$ cat src/sv/obfd_pkg.sv
// Shared types and constants for the breadth-first octree decoder.
// Used by obfd_ctrl, obfd_datapath and the top level; no dependencies.
package obfd_pkg;

    localparam int QUEUE_DEPTH = 4096;
    localparam int QAW         = $clog2(QUEUE_DEPTH);
    localparam int FILL_W      = $clog2(QUEUE_DEPTH + 1);
    localparam int COORD_W     = 32;
    localparam int SIDE_W      = 31;
    localparam int SHIFT_MAX   = 31;

    typedef enum logic [1:0] {
        FUNC_START     = 2'd0,
        FUNC_OCCUPANCY = 2'd1,
        FUNC_LEAF      = 2'd2
    } func_t;

    typedef enum logic [1:0] {
        STATUS_OK       = 2'd0,
        STATUS_OVERFLOW = 2'd1,
        STATUS_EMPTY    = 2'd2
    } status_t;

    typedef enum logic [1:0] {
        REG_ROOT_X    = 2'd0,
        REG_ROOT_Y    = 2'd1,
        REG_ROOT_Z    = 2'd2,
        REG_ROOT_SIDE = 2'd3
    } cfg_idx_t;

    typedef enum logic [2:0] {
        S_IDLE,
        S_EXPAND,
        S_LEAF,
        S_EMPTY,
        S_OVF
    } state_t;

    typedef struct packed {
        logic    start;
        logic    pop;
        logic    child_step;
        logic    level_step;
        logic    load_out;
        status_t out_status;
    } obfd_cmd_t;

    typedef struct packed {
        logic queue_empty;
        logic last_step;
        logic overflow;
        logic out_free;
    } obfd_stat_t;

    function automatic logic [QAW-1:0] ring_next(input logic [QAW-1:0] i);
        return (i == QAW'(QUEUE_DEPTH - 1)) ? '0 : i + 1'b1;
    endfunction

endpackage

$ cat src/sv/obfd_ctrl.sv
// Sequencer for the octree decoder: takes requests and steps the datapath.
// Depends on obfd_pkg for state, command and status types.
module obfd_ctrl (
    input  logic                   clk,
    input  logic                   rst_n,
    input  logic                   in_valid,
    output logic                   in_ready,
    input  logic [1:0]             func,
    input  obfd_pkg::obfd_stat_t   stat,
    output obfd_pkg::obfd_cmd_t    cmd
);
    import obfd_pkg::*;

    state_t state_reg;
    state_t state_next;

    always_ff @(posedge clk or negedge rst_n)
    begin
        if (!rst_n)
        begin
            state_reg <= S_IDLE;
        end
        else
        begin
            state_reg <= state_next;
        end
    end

    always_comb
    begin
        state_next     = state_reg;
        in_ready       = 1'b0;
        cmd            = '0;
        cmd.out_status = STATUS_OK;
        unique case (state_reg)
            S_IDLE:
            begin
                in_ready = 1'b1;
                if (in_valid)
                begin
                    unique case (func)
                        FUNC_START:
                        begin
                            cmd.start = 1'b1;
                        end
                        FUNC_OCCUPANCY:
                        begin
                            if (stat.queue_empty)
                            begin
                                state_next = S_EMPTY;
                            end
                            else
                            begin
                                cmd.pop    = 1'b1;
                                state_next = S_EXPAND;
                            end
                        end
                        FUNC_LEAF:
                        begin
                            if (stat.queue_empty)
                            begin
                                state_next = S_EMPTY;
                            end
                            else
                            begin
                                cmd.pop    = 1'b1;
                                state_next = S_LEAF;
                            end
                        end
                        default:
                        begin
                            // drop the unused code
                        end
                    endcase
                end
            end
            S_EXPAND:
            begin
                cmd.child_step = 1'b1;
                if (stat.last_step)
                begin
                    cmd.level_step = 1'b1;
                    state_next     = stat.overflow ? S_OVF : S_IDLE;
                end
            end
            S_LEAF:
            begin
                if (stat.out_free)
                begin
                    cmd.load_out = 1'b1;
                    state_next   = S_IDLE;
                end
            end
            S_EMPTY:
            begin
                cmd.out_status = STATUS_EMPTY;
                if (stat.out_free)
                begin
                    cmd.load_out = 1'b1;
                    state_next   = S_IDLE;
                end
            end
            S_OVF:
            begin
                cmd.out_status = STATUS_OVERFLOW;
                if (stat.out_free)
                begin
                    cmd.load_out = 1'b1;
                    state_next   = S_IDLE;
                end
            end
            default:
            begin
                state_next = S_IDLE;
            end
        endcase
    end

endmodule

$ cat config.mk
export PLATFORM = sky130hd
export DESIGN_NAME = obfd_ctrl
export DESIGN_NICKNAME = d
export VERILOG_FILES = /design/src/sv/obfd_pkg.sv /design/src/sv/obfd_ctrl.sv
export SDC_FILE = /design/constraint.sdc
export NUM_CORES = 1
export LEC_CHECK = 0
export BUFFER_PORTS_ARGS = -buffer_cell sky130_fd_sc_hd__buf_2
export CAP_MARGIN = 20
export CORE_AREA = 2 2 39 41
export DETAILED_ROUTE_END_ITERATION = 10
export DIE_AREA = 0 0 41 43
export GPL_TIMING_DRIVEN = 0
export PLACE_DENSITY = 0.47
export SETUP_SLACK_MARGIN = 0.3
export SLEW_MARGIN = 20
export SYNTH_ARGS = -nofsm -noshare
export SYNTH_HDL_FRONTEND = slang
export SYNTH_SLANG_ARGS = --single-unit
$ cat constraint.sdc
create_clock -name clk -period 1.4 [get_ports clk]
set_input_delay 0.07 -clock clk [delete_from_list [all_inputs] [get_ports clk]]
set_output_delay 0.07 -clock clk [all_outputs]
set_load 0.02 [all_outputs]
==> metrics.yaml, run 1 <==
global_routing:
  grt_usage: 0.106
  gr-total-overflow: 0
  grt_pass1_wl_mm: 1.21
  grt_max_degree: 7
  antenna_found_initial: 0
  grt_pass1_vias: 287
min_path:
  hold_class: "primary input to register"
  hp-start: "stat[1]"
  worstHoldEndpoint: "state_reg[2]$_DFFE_PN0P_"
  worstHoldPathCells: 2
layout:
  diodes: 0
  fin_util: 0.388
  fill_cells: 138
  fin_nets: 65
  final_cells: 68
  drive_gt1_frac: 0.712
  syn2layout_area_growth_pct: 102
  fin_area_um2: 537
  largest_reg_flops: 3
power_and_ir_drop:
  p_leak_nw: 0.260
  ir_worst_vdd_v: 0.000300
  pwr_density_cell_nw_per_um2: 1040
place:
  portBuffers: 16
  gp_congestion: 0.582
  dp_hpwl_um: 521
  placed_cell_area_um2: 382
  dp_cells: 58
logic_synthesis:
  synthDistinctLibCells: 18
  synth.area.top_cells: "dfrtp_1 28%, ha_1 14%, inv_1 5.7%"
  synth_area_per_cell_um2: 10.2
  synth_ff_type: "dfrtp_1"
  yosys_warnings: 0
  syn_inst: 26
  yosys-top-cells-count: "4 x inv_1, 3 x dfrtp_1, 3 x ha_1"
  async_flop_share: 1.00
  synth_edf_count: 0
  synth-seq-cells: 3
  yosysMostFrequentCell: "inv_1"
  synth_nets: 38
  syn-cell-area_um2: 265
  ys_seq_area_frac: 0.283
  synth_top_area_frac: 0.283
  yosysTopAreaCell: "dfrtp_1"
floorplan:
  fp.dieW_um: 41
  die_h_um: 43
  ios: 17
  dieArea_um2: 1760
  core_um2: 1380
  start_util: 0.192
  rows: 14
drt:
  drc: 0
  routedWlPerCell_um: 11.1
  vias_per_cell: 4.40
  initialDrtViolationCount: 0
  drt_wl_total_um: 752
  ant_nets: 0
  vias: 299
  firstDrtPassIters: 1
critical_path:
  required_ps: 1330
  setup.worst_path.start_class: "register"
  reg2reg_to: "state_reg[1]$_DFFE_PN0P_"
  reg2reg_from: "state_reg[1]$_DFFE_PN0P_"
  cp-end-kind: "output pin"
  path_class: "register to output pin"
  r2r_cells: 4
  reg2reg_slack_ps: -30
  crit_arrival_ps: 1530
  path_max_fanout: 2
timing:
  slew_violations: 0
  tns_ps: -247
  post-route-period-util: 1.14
  relSlewSlack: 0.879
  rsz0062_at_grt: "true"
  hold_viol_final: 0
  hold_ws_ps: 65.6
  worst_slack_ps: -202
  final-setup-viol-count: 3
  tightest_slew_ps: 176
  fin_crit_ps: 1600
  maxClockFrequency_ghz: 0.624
  finClkSkew_ps: 5.09
cts:
  numCtsBuffers: 3
  cts_tree: "done"
  cts.path.max_buffers: 2
  path_clk_slew_ps: 40
  cts_max_level: 1
  cts.sinks: 3
  root_buffer: "clkbuf_4"
  clk_latency_ps: 240
status:
  status: "finished, violations left"
  violations: "negative setup slack"
job:
  max_cap_viol_count: 0
-- cells in the final DEF, fill, tap and decap left out, types with 2 or more instances in the layout --
| master | count |
|---|---|
| buf_2 | 8 |
| buf_6 | 7 |
| buf_4 | 6 |
| inv_1 | 4 |
| ha_1 | 3 |
| clkbuf_4 | 3 |
| dfrtp_2 | 3 |
| nor3b_4 | 2 |
-- area by class of cell --
cell class,count,area (um^2),area share
flip-flops and latches,3,78.8,0.147
clock buffers,4,26.3,0.0490
multi-input cells,19,223,0.415
inverters,4,15.0,0.0280
repair buffers,22,174,0.324
well taps,16,20.0,0.0373
-- worst max-delay path: stages, from the launching register on --
cell     delay (ps)
dfrtp_2         400
or4b_4          560
nor3b_4         190
buf_6           140
-- cells by family after synthesis --
kind of cell               count (synthesis)  share of synthesized area
AOI/OAI and AO/OA                          5                      0.146
adders and majority gates                  3                      0.142
buffers and inverters                      4                     0.0566
DFF                                        3                      0.283
muxes                                      2                     0.0802
and+or+nand+nor                            9                      0.292
-- worst max path at each step --
| stage | from | end | slack [ps] |
|---|---|---|---|
| floorplan | state_reg[2]$_DFFE_PN0P_ | cmd[5] | 60 |
| global placement | state_reg[2]$_DFFE_PN0P_ | cmd[5] | -60 |
| detailed placement | state_reg[1]$_DFFE_PN0P_ | cmd[5] | -50 |
| CTS | state_reg[1]$_DFFE_PN0P_ | cmd[5] | -210 |
| global route | state_reg[0]$_DFFE_PN0P_ | cmd[5] | -240 |
| finish | state_reg[1]$_DFFE_PN0P_ | cmd[5] | -200 |
-- layer usage --
layer	global-route usage	vias up	wire length, um
li1	-	148	-
met1	0.129	138	274
met2	0.147	11	412
met3	0.0314	2	46
met4	0.0800	0	19
met5	0	-	0
-- through the flow --
step | power (mW) | setup slack [ps]
3_3_place_gp | 0.295 | -62.6
6_report | 0.559 | -202
4_1_cts | 0.511 | -209
5_1_grt | 0.595 | -241
2_1_floorplan | 0.236 | 64.9
3_5_place_dp | 0.294 | -45.8
-- where the power goes --
part	internal, mW	switching (mW)
clock	0.107	0.0533
sequential	0.102	0.0150
combinational	0.149	0.132
-- repair_timing --
action                                  4_1_cts  5_1_grt
pin swaps                                     4        0
endpoints found under the setup margin       10       11
gates resized for setup                      16        7
hold buffers                                  1        0
buffers inserted                              3        2
hold endpoints to repair                      3        0
Note: power is estimated with default switching activity, not from simulation.
==> run 2: changes to the inputs <==
--- a/config.mk
+++ b/config.mk
@@ -12,6 +12,7 @@
 export DIE_AREA = 0 0 41 43
 export GPL_TIMING_DRIVEN = 0
 export PLACE_DENSITY = 0.47
+export RECOVER_POWER = 100
 export SETUP_SLACK_MARGIN = 0.3
 export SLEW_MARGIN = 20
 export SYNTH_ARGS = -nofsm -noshare
==> metrics.yaml, run 2 (synthesis gave the netlist of run 1 again) <==
cts:
  cts.path.max_buffers: 2  # unchanged
  cts_tree: "done"
  clk_latency_ps: 240  # about the same
  cts.sinks: 3  # unchanged
  cts_max_level: 1  # unchanged
  numCtsBuffers: 3  # unchanged
  root_buffer: "clkbuf_4"
  path_clk_slew_ps: 40  # about the same
drt:
  initialDrtViolationCount: 0  # unchanged
  routedWlPerCell_um: 11.0  # -0.40%
  vias: 299  # unchanged
  ant_nets: 0  # unchanged
  firstDrtPassIters: 1  # unchanged
  drc: 0  # unchanged
  vias_per_cell: 4.40  # unchanged
  drt_wl_total_um: 749  # -0.40%
critical_path:
  worstPathBufferInverterCount: 1  # unchanged
  setup.worst_path.start_class: "register"
  r2r_cells: 4  # unchanged
  required_ps: 1330  # about the same
  crit_arrival_ps: 1530  # about the same
  max_stage_delay_ps: 560  # about the same
  cp.depth: 3  # unchanged
  path_max_fanout: 2  # unchanged
  cpMaxStageDelayCell: "or4b_4"
  cp_top_family: "simple AND/OR/NAND/NOR gates"
  cp_cell_sequence: "or4b_4 -> nor3b_4 -> buf_6"
  path_class: "register to output pin"
  cp-end-kind: "output pin"
timing:
  relSlewSlack: 0.836  # -0.0432
  hold_viol_final: 0  # unchanged
  rsz0062_at_grt: "true"
  worst_slack_ps: -203  # -0.783 ps
  hold_ws_ps: 65.5  # -0.0795 ps
  tightest_slew_ps: 245  # +68.7 ps
  maxClockFrequency_ghz: 0.624  # about the same
  fin_crit_ps: 1600  # +0.783 ps
  slew_violations: 0  # unchanged
  final-setup-viol-count: 3  # unchanged
  post-route-period-util: 1.14  # about the same
  finClkSkew_ps: 5.09  # +0.000170 ps
floorplan:
  core_um2: 1380  # unchanged
  rows: 14  # unchanged
  die_h_um: 43  # unchanged
  fp.dieW_um: 41  # unchanged
  ios: 17  # unchanged
  dieArea_um2: 1760  # unchanged
  start_util: 0.192  # unchanged
layout:
  seq_area_um2: 78.8  # unchanged
  fill_cells: 142  # +2.9%
  largest_reg_flops: 3  # unchanged
  multiInputGateArea_um2: 216  # -2.8%
  diodes: 0  # unchanged
  final_cell_mix: "7 x buf_2, 5 x buf_4, 5 x buf_6, 4 x inv_1"
  final_common_cell: "buf_2"
  fin_nets: 65  # unchanged
  drive_gt1_frac: 0.673  # -0.0385
  syn2layout_area_growth_pct: 93.4
power_and_ir_drop:
  pwr_density_cell_nw_per_um2: 1040  # about the same
  p_leak_nw: 0.251  # -3.4%
  ir_worst_vdd_v: 0.000297  # -1.1%
  power.total_mw: 0.535  # -4.3%
job:
  max_cap_viol_count: 0  # unchanged
status:
  violations: "negative setup slack"
  status: "finished, violations left"
global_routing:
  antenna_found_initial: 0  # unchanged
  grt_usage: 0.106  # unchanged
  grt_pass1_wl_mm: 1.21  # unchanged
  grt_max_degree: 7  # unchanged
  grt_pass1_vias: 287  # unchanged
  gr-total-overflow: 0  # unchanged
place:
  portBuffers: 16  # unchanged
  dp_hpwl_um: 521  # unchanged
  gp_congestion: 0.582  # unchanged
min_path:
  worstHoldPathCells: 2  # unchanged
  hold_class: "primary input to register"
-- run 2: cell types whose count changed in the layout (fill, tap and decap cells not counted) --
cell	delta
clkbuf_1	+2
buf_2	-1
nor3b_2	+1
buf_4	-1
buf_6	-2
clkbuf_2	+2
nor3b_4	-1
-- run 2: area by class of cell --
type / instances / area share
multi-input combinational: 19 / 0.422
timing repair buffer: 22 / 0.305
sequential: 3 / 0.154
clock buffer: 4 / 0.0512
tap: 16 / 0.0390
inverter: 4 / 0.0293
-- run 2: final timing paths --
check                                    startpoint                  endpoint  slack [ps]
max                        state_reg[1]$_DFFE_PN0P_                    cmd[5]        -200
min                                         stat[1]  state_reg[2]$_DFFE_PN0P_          70
max reg2reg                state_reg[1]$_DFFE_PN0P_  state_reg[1]$_DFFE_PN0P_         -30
min reg2reg                state_reg[2]$_DFFE_PN0P_  state_reg[0]$_DFFE_PN0P_         620
max in group asynchronous                     rst_n  state_reg[1]$_DFFE_PN0P_        1060
min in group asynchronous                     rst_n  state_reg[0]$_DFFE_PN0P_         160
-- run 2: stage by stage --
stage / util / setup TNS, ps / area [um^2] / cells / setup slack [ps]
CTS: 0.353 / -244 / 488 / 66 / -209
detailed placement: 0.276 / -45.8 / 382 / 58 / -45.8
finish: 0.371 / -275 / 513 / 68 / -203
floorplan: - / 0 / 282 / 26 / 64.9
global route: 0.371 / -556 / 513 / 68 / -241
global placement: 0.276 / -62.6 / 382 / 58 / -62.6
-- run 2: repair_timing --
action                     CTS  global route
gates resized for setup     16             7
setup buffers                3             2
hold buffers                 1             0
hold endpoints to repair     3             0
pin swaps                    4             0
setup endpoints to repair   10            11
-- run 2: layer usage --
layer | up-vias | wire length, um | global-route usage
met5 | - | 0 | 0
met4 | 0 | 19 | 0.0800
met3 | 2 | 50 | 0.0314
met2 | 11 | 408 | 0.147
met1 | 138 | 271 | 0.129
li1 | 148 | - | -
-- run 2: power breakdown --
| group | total [mW] | internal [mW] | switching [mW] |
|---|---|---|---|
| combinational | 0.257 | 0.130 | 0.127 |
| clock | 0.161 | 0.107 | 0.0534 |
| sequential | 0.117 | 0.102 | 0.0150 |
| total | 0.535 | 0.339 | 0.195 |
==> run 3: changes to the inputs <==
--- a/config.mk
+++ b/config.mk
@@ -8,6 +8,7 @@
 export BUFFER_PORTS_ARGS = -buffer_cell sky130_fd_sc_hd__buf_2
 export CAP_MARGIN = 20
 export CORE_AREA = 2 2 39 41
+export CTS_BUF_LIST = sky130_fd_sc_hd__clkbuf_2 sky130_fd_sc_hd__clkbuf_4 sky130_fd_sc_hd__clkbuf_8
 export DETAILED_ROUTE_END_ITERATION = 10
 export DIE_AREA = 0 0 41 43
 export GPL_TIMING_DRIVEN = 0
==> metrics.yaml, run 3 (synthesis gave the netlist of run 1 again) <==
status:
  status: "finished, violations left"
  violations: "negative setup slack"
layout:
  final_common_cell: "buf_2"
  syn2layout_area_growth_pct: 94.8
  drive_gt1_frac: 0.692  # +0.0192
  diodes: 0  # unchanged
  fin_nets: 65  # unchanged
  final_cells: 68  # unchanged
  fin_util: 0.373  # +0.00271
  largest_reg_flops: 3  # unchanged
  final_cell_mix: "7 x buf_2, 5 x buf_4, 5 x buf_6, 4 x inv_1, 4 x clkbuf_4"
global_routing:
  grt_usage: 0.106  # unchanged
  antenna_found_initial: 0  # unchanged
  grt_pass1_vias: 287  # unchanged
  gr-total-overflow: 0  # unchanged
  grt_max_degree: 7  # unchanged
  grt_pass1_wl_mm: 1.21  # unchanged
timing:
  maxClockFrequency_ghz: 0.624  # about the same
  fin_crit_ps: 1600  # -0.879 ps
  tns_ps: -274  # +1.71 ps
  tightest_slew_ps: 245  # unchanged
  hold_viol_final: 0  # unchanged
  rsz0062_at_grt: "true"
  post-route-period-util: 1.14  # about the same
  finClkSkew_ps: 4.86  # -0.227 ps
  worst_slack_ps: -202  # +0.879 ps
  slew_violations: 0  # unchanged
  relSlewSlack: 0.836  # unchanged
  final-setup-viol-count: 3  # unchanged
floorplan:
  start_util: 0.192  # unchanged
  ios: 17  # unchanged
  fp.dieW_um: 41  # unchanged
  core_um2: 1380  # unchanged
  rows: 14  # unchanged
  dieArea_um2: 1760  # unchanged
  die_h_um: 43  # unchanged
drt:
  drt_wl_total_um: 747  # -0.27%
  ant_nets: 0  # unchanged
  vias_per_cell: 4.41  # +0.33%
  firstDrtPassIters: 1  # unchanged
  vias: 300  # +0.33%
  drc: 0  # unchanged
  initialDrtViolationCount: 0  # unchanged
  routedWlPerCell_um: 11.0  # -0.27%
critical_path:
  path_max_fanout: 2  # unchanged
  crit_arrival_ps: 1530  # about the same
  required_ps: 1330  # about the same
  cp-end-kind: "output pin"
  setup.worst_path.start_class: "register"
  path_class: "register to output pin"
power_and_ir_drop:
  swShare: 0.352  # -0.0133
  power.total_mw: 0.553  # +3.5%
  p_clk_frac: 0.324  # +0.023
  pwr_density_cell_nw_per_um2: 1070  # +2.7%
  p_int_mw: 0.359  # +5.7%
  p_sw_mw: 0.195  # -0.29%
  p_leak_nw: 0.254  # +1.4%
  p_seq_frac: 0.212  # -0.007
  comb_power_share: 0.464  # -0.016
  ir_worst_vdd_v: 0.000297  # about the same
cts:
  cts_tree: "done"
  path_clk_slew_ps: 40  # about the same
  cts_max_level: 1  # unchanged
  cts.path.max_buffers: 2  # unchanged
  numCtsBuffers: 3  # unchanged
  root_buffer: "clkbuf_4"
  cts.sinks: 3  # unchanged
  clk_latency_ps: 240  # about the same
place:
  dp_hpwl_um: 521  # unchanged
  gp_congestion: 0.582  # unchanged
  portBuffers: 16  # unchanged
  dp_cells: 58  # unchanged
  post-place-ws_ps: -45.8  # unchanged
min_path:
  hold_class: "primary input to register"
job:
  max_cap_viol_count: 0  # unchanged
run 3: cell counts in the layout (fill, tap and decap cells not counted):
Identical to the previous run, type by type.
run 3: final timing paths:
check / slack, ps / cells after the start / endpoint / from
hold / removal: 70 / 2 / state_reg[2]$_DFFE_PN0P_ / stat[1]
setup reg to reg: -30 / 4 / state_reg[1]$_DFFE_PN0P_ / state_reg[1]$_DFFE_PN0P_
setup / recovery: -200 / 3 / cmd[5] / state_reg[1]$_DFFE_PN0P_
hold reg to reg: 620 / 2 / state_reg[0]$_DFFE_PN0P_ / state_reg[2]$_DFFE_PN0P_
min in group asynchronous: 160 / 2 / state_reg[0]$_DFFE_PN0P_ / rst_n
max in group asynchronous: 1060 / 2 / state_reg[1]$_DFFE_PN0P_ / rst_n
run 3: area by class of cell:
type                            count  area, um^2
Tap cell                           16        20.0
Multi-Input combinational cell     19         216
Sequential cell                     3        78.8
Clock buffer                        4        30.0
Timing Repair Buffer               22         156
Inverter                            4        15.0
Fill cell                         140         867
run 3: what timing repair did:
action / in CTS / in global routing
pin swaps: 4 / 0
hold buffers: 1 / 0
hold endpoints to repair: 3 / 0
buffers inserted: 3 / 2
setup endpoints to repair: 10 / 11
resized for setup: 16 / 7
run 3: per-stage QoR:
step                      area [um^2]  hold slack (ps)
after floorplan                   282             -226
after global placement            382             -131
after detailed placement          382             -133
after CTS                         492             71.5
after global routing              517             61.0
final                             517             66.7
run 3: power by group through the flow:
stage | sequential, mW | clock [mW] | combinational [mW]
global placement | 0.127 | 0 | 0.169
floorplan | 0.119 | 0 | 0.117
CTS | 0.118 | 0.177 | 0.234
global route | 0.120 | 0.193 | 0.276
finish | 0.117 | 0.179 | 0.257
detailed placement | 0.126 | 0 | 0.169
run 3: critical path, stage by stage (launching register included):
cell and delay, ps:
dfrtp_2 400, or4b_4 560, nor3b_4 190, buf_6 140
run 3: metal layers:
| metal | track usage | part of all wire | vias to the layer above |
|---|---|---|---|
| met5 | 0 | 0 | - |
| met3 | 0.0314 | 0.067 | 2 |
| met2 | 0.147 | 0.54 | 11 |
| met4 | 0.0800 | 0.025 | 0 |
| met1 | 0.129 | 0.36 | 139 |
| li1 | - | - | 148 |
